**config.mk**
```make
export PLATFORM = sky130hd
export DESIGN_NAME = rba_ram
export DESIGN_NICKNAME = d
export VERILOG_FILES = /design/src/rba_ram.sv
export SDC_FILE = /design/constraint.sdc
export NUM_CORES = 2
export LEC_CHECK = 0
export BUFFER_PORTS_ARGS = -buffer_cell sky130_fd_sc_hd__buf_2
export CAP_MARGIN = 30
export CORE_UTILIZATION = 59
export CTS_CLUSTER_DIAMETER = 150
export CTS_CLUSTER_SIZE = 12
export DETAILED_ROUTE_END_ITERATION = 7
export GPL_ROUTABILITY_DRIVEN = 0
export PLACE_DENSITY = 0.75
export SYNTH_ARGS = -nofsm -noshare
export SYNTH_HDL_FRONTEND = slang
export SYNTH_SLANG_ARGS = --single-unit
```
**constraint.sdc**
```tcl
create_clock -name clk -period 3.2 [get_ports clk]
set_clock_uncertainty 0.05 [all_clocks]
set_input_delay 0.32 -clock clk [delete_from_list [all_inputs] [get_ports clk]]
set_output_delay 0.32 -clock clk [all_outputs]
set_load 0.01 [all_outputs]
```
**src/rba_ram.sv**
```systemverilog
`timescale 1ns / 1ps
// Generic simple dual-port RAM: one write port, one read port, registered read.
// No dependencies.
module rba_ram #(
    parameter int WIDTH = 8,
    parameter int DEPTH = 256
) (
    input  logic                                       clk,
    input  logic                                       we,
    input  logic [((DEPTH > 1) ? $clog2(DEPTH) : 1)-1:0] waddr,
    input  logic [WIDTH-1:0]                           wdata,
    input  logic                                       re,
    input  logic [((DEPTH > 1) ? $clog2(DEPTH) : 1)-1:0] raddr,
    output logic [WIDTH-1:0]                           rdata
);

    logic [WIDTH-1:0] mem [DEPTH];

    always_ff @(posedge clk)
    begin
        if (we)
        begin
            mem[waddr] <= wdata;
        end
        if (re)
        begin
            rdata <= mem[raddr];
        end
    end

endmodule
```
# Word-level counts from Yosys, hierarchy flattened

Memory sizes are Yosys's and may differ from the RTL's. A register that Yosys moved wholly into a read port is not among the register bits.
Cells that the tools add are included.

Bits in registers: 0
Bits in latches: 0
Memory bits (writable): 2,048
Memory bits (read-only): 0
Output and inout bits: 8
Word-level logic and storage cells: 3
Memories kept: 1

Memories:

| name | depth | width | read ports | clocked after Yosys merged registers in | write ports | line | text |
|---|---|---|---|---|---|---|---|
| mem  | 256   | 8     | 1          | 1                                       | 1           | 17   | `logic [WIDTH-1:0] mem [DEPTH];` |

Add/subtract/negate cells: 0
Multipliers: 0
Div/mod/pow operators: 0
$lt $le $gt $ge: 0
Equal/unequal tests: 0
Shift-type cells: 0
Multiplexer cells: 2
Bitwise operators: 0
Reduce and logical (&&, ||, !) cells: 0

Operators with widths:

| operator | count |
|---|---|
| $mux W1  | 2 |

# Depth between registers and ports, before layout

Depth in word-level cells: 2
Mapped depth: 11
Depth with buffers taken out: 6

# Worst setup path after synthesis

Ideal clock, no wire load.

Path kind: input -> register
From: input raddr[0] (netlist name)
To: register rdata[2], read port of mem (data pin)
Arrival time: 2.127 ns
Data required time: 2.881 ns
Setup slack: 0.754 ns
Stages on the path: 9
Path buffers: 4
Path through: buf_6 > buf_12 > buf_8 > buf_2 > mux4_2 > a22oi_1 > a21oi_1 > nor4_1 > nor4_2

RTL lines:

| element     | line | text |
|---|---|---|
| from (decl) | 13   | `input logic [((DEPTH > 1) ? $clog2(DEPTH) : 1)-1:0] raddr,` |
| to (decl)   | 14   | `output logic [WIDTH-1:0] rdata` |

==> summary.txt <==
Outcome = finished, violations left
Failing checks = design-rule violations
ANT nets after route = 0
Final wirelength = 195 mm
Critical Path Source = mem[82][2]$_DFFE_PP_
Max stage delay on crit path = 0.70 ns
Ports = 35
Max Cap Viol = 0
Sw Share = 20.9%
CTS tree = built
Critical Path AT = 3.44 ns
CP Max Fanout = 1
Die ar. = 0.136 sq mm
DRT Pass-1 Iters = 8
Reg clk slew, reported paths = 0.06 ns
Leakage = 0.0286 uW
Switching power = 10900 uW
Routed length per instance = 32.4 microns
Fmax = 342 MHz
VDD IR max = 0.729 mV
Fin. Hold Viols = 0
Count of cell types in the netlist = 54
Measured slew at the worst slew-check pin = 0.982 ns
Hold Crit Class = in2reg
Internal power = 41300 uW
CTS Buffer Depth = 3
HPWL Detailed = 121 mm
Power density over cell area = 580 mW/mm^2
Top cells by area, synth = edfxtp_1 (78%), mux4_2 (13%), mux2i_1 (1.7%)
Synthesis Warnings = 0
Number of synthesized flops with an enable pin = 2056
Final period util = 91.5%
Pins Over Slew Limit = 0
Critical path endpoint category = flop
WP depth = 6
Die span in x = 369 microns
Asr flop ratio synth = 0%
TritonCTS Buffers = 189
Final number of setup-violating endpoints = 0
# port buffers = 34
Initial antenna violation count = 16
Area leader, netlist = edfxtp_1
Clk_lat worst skew = 0.83 ns
CP most frequent cell = mux4_2
Top-area cell type share of the netlist area = 77.5%
GR Util All Layers = 29.1%
Syn nets = 3760
Crit path max-delay cell type = nor4_1
WP buf/inv = 1
RSZ-0062 raised after global routing = false
Average size of a mapped cell = 21.3 sq um
R2R depth = 6
Htree depth = 4
Reg power frac = 57.0%
Register area = 0.0617 sq mm
Crit path to = rdata[2]$_DFFE_PP_
Routed vias = 40849
Clock Power Share = 37.6%
# clock sinks = 2056
Largest net degree at the start of global routing = 127
Post_cts resized = 0
CTS root buffer = clkbuf_16
Setup_tns = 0 ns
Rel. slew slack = 34.5%
Gate power share = 5.4%
Row cnt = 134
Area Overhead vs Synth = 12.9%
Share of cells above drive strength 1 = 28.4%
R2R Path Start = mem[82][2]$_DFFE_PP_
R2r setup slk = 0.27 ns
Finished Layout Cells = 6004
Die H = 369 microns
Worst EP required = 3.71 ns
Mapped cell area = 0.0796 sq mm
Min Tclk post-route = 2.93 ns
Ys flop type = edfxtp_1
Grt total ovfl = 0
Family with the most delay on the worst path = multiplexers
Placed cells = 5793
Drc violations = 4
Multi-input logic area = 0.0165 sq mm
Kind of critical path = reg2reg
Seq/Total Area, Yosys = 77.5%
Vias/cell = 6.80
CP Cell Sequence = mux4_2 > mux4_2 > nor2b_1 > nor4_1 > buf_4 > nor4_2
Commonest cells after routing, fill and taps aside = edfxtp_1 (2056), mux4_2 (454), buf_4 (447)
Initial DRC Count = 5615
Mapped Cells = 3733
Capturing point of the worst reg2reg path = rdata[2]$_DFFE_PP_
Fin nets = 4245
Commonest non-fill, non-tap cell in the layout = edfxtp_1
Seq cells post-synth = 2056
Vias in the first global route = 41254
Filler cells = 7979
Core area = 0.134 sq mm
First-pass GRT wire length = 282 mm
Crit path launch type = flop
Initial Util = 59.6%
-- logic make-up (layout without fill, tap and decap cells) --
family,Yosys count,in the layout,synth area share (%)
other,0,4,0
DFF,2056,2056,77.5
AOI/OAI and AO/OA,385,385,3.42
and+or+nand+nor,466,466,2.63
buffers and inverters,235,734,1.83
muxes,591,591,14.6
-- cells in the mapped netlist (2+ instances only) --
cell	instances
o221ai_1	46
a311oi_1	2
a21oi_1	96
clkbuf_1	111
buf_4	27
buf_6	21
nor2_1	282
buf_12	8
mux4_2	454
mux4_1	2
a221oi_1	13
mux2i_1	134
nor4_2	3
and3b_1	2
a22oi_1	133
o21ai_0	10
a2111oi_0	2
o22a_1	5
a31oi_1	2
or2_2	4
o21ai_1	2
nand4_1	10
a22o_1	8
o32ai_1	4
o22ai_1	28
a211oi_1	16
a2111oi_1	2
nand2_1	33
and2_1	6
buf_1	22
nand2b_1	8
nor2b_1	31
edfxtp_1	2056
buf_8	13
nor3_1	22
nand3_1	34
nor4_1	24
nand3b_1	2
buf_2	31
o211ai_1	10
-- timing repair --
action / 4_1_cts / 5_1_grt
hold buffers: 2 / 0
setup buffers: 0 / 0
endpoints found under the hold margin: 62 / 0
-- how the worst min path moves through the flow --
| stage | slack (ns) | startpoint | depth (start not counted) | to |
|---|---|---|---|---|
| 3_3_place_gp | 0.75 | re | 1 | rdata[3]$_DFFE_PP_ |
| 6_report | 0.09 | wdata[1] | 1 | mem[74][1]$_DFFE_PP_ |
| 3_5_place_dp | 0.76 | re | 1 | rdata[3]$_DFFE_PP_ |
| 4_1_cts | 0.08 | wdata[4] | 1 | mem[74][4]$_DFFE_PP_ |
| 2_1_floorplan | 0.37 | wdata[0] | 0 | mem[0][0]$_DFFE_PP_ |
| 5_1_grt | 0.12 | wdata[1] | 1 | mem[74][1]$_DFFE_PP_ |
-- final cells by class --
type	count	share of cell area, %
tap	1768	2.46
clock inverter	14	0.193
antenna	4	0.0111
inverter	2	0.00835
sequential	2056	68.6
clock buffer	191	5.31
timing repair buffer	527	5.04
multi-input combinational	1442	18.3
-- power groups by stage --
stage | Sequential, uW | Combinational, uW | Clock [uW]
4_1_cts | 29700 | 2810 | 19800
3_5_place_dp | 30300 | 2790 | 0
5_1_grt | 29700 | 2940 | 20700
2_1_floorplan | 30300 | 1440 | 0
6_report | 29700 | 2820 | 19600
3_3_place_gp | 30300 | 2730 | 0
-- through the flow --
stage	hold slack (ns)	power (uW)	cell area (sq um)	worst slack [ns]	utilization [%]
2_1_floorplan	0.369	31700	79600	0.754	-
3_5_place_dp	0.755	33100	85000	-0.326	63.6
6_report	0.0915	52200	89900	0.272	67.3
3_3_place_gp	0.750	33000	85000	-0.390	63.6
4_1_cts	0.0816	52400	89900	0.278	67.3
5_1_grt	0.118	53400	89900	0.214	67.3
-- metal layers --
metal	vias to the layer above	wire (microns)	track usage, %
li1	16529	-	-
met5	-	96	0
met4	18	8020	11.6
met3	450	23600	7.31
met2	2636	92000	44.7
met1	21216	71000	40.5
-- registers in the layout (all words and copies together), names as in the netlist --
name	cells
rdata	8
mem	2048
(Power assumes the default switching activity.)
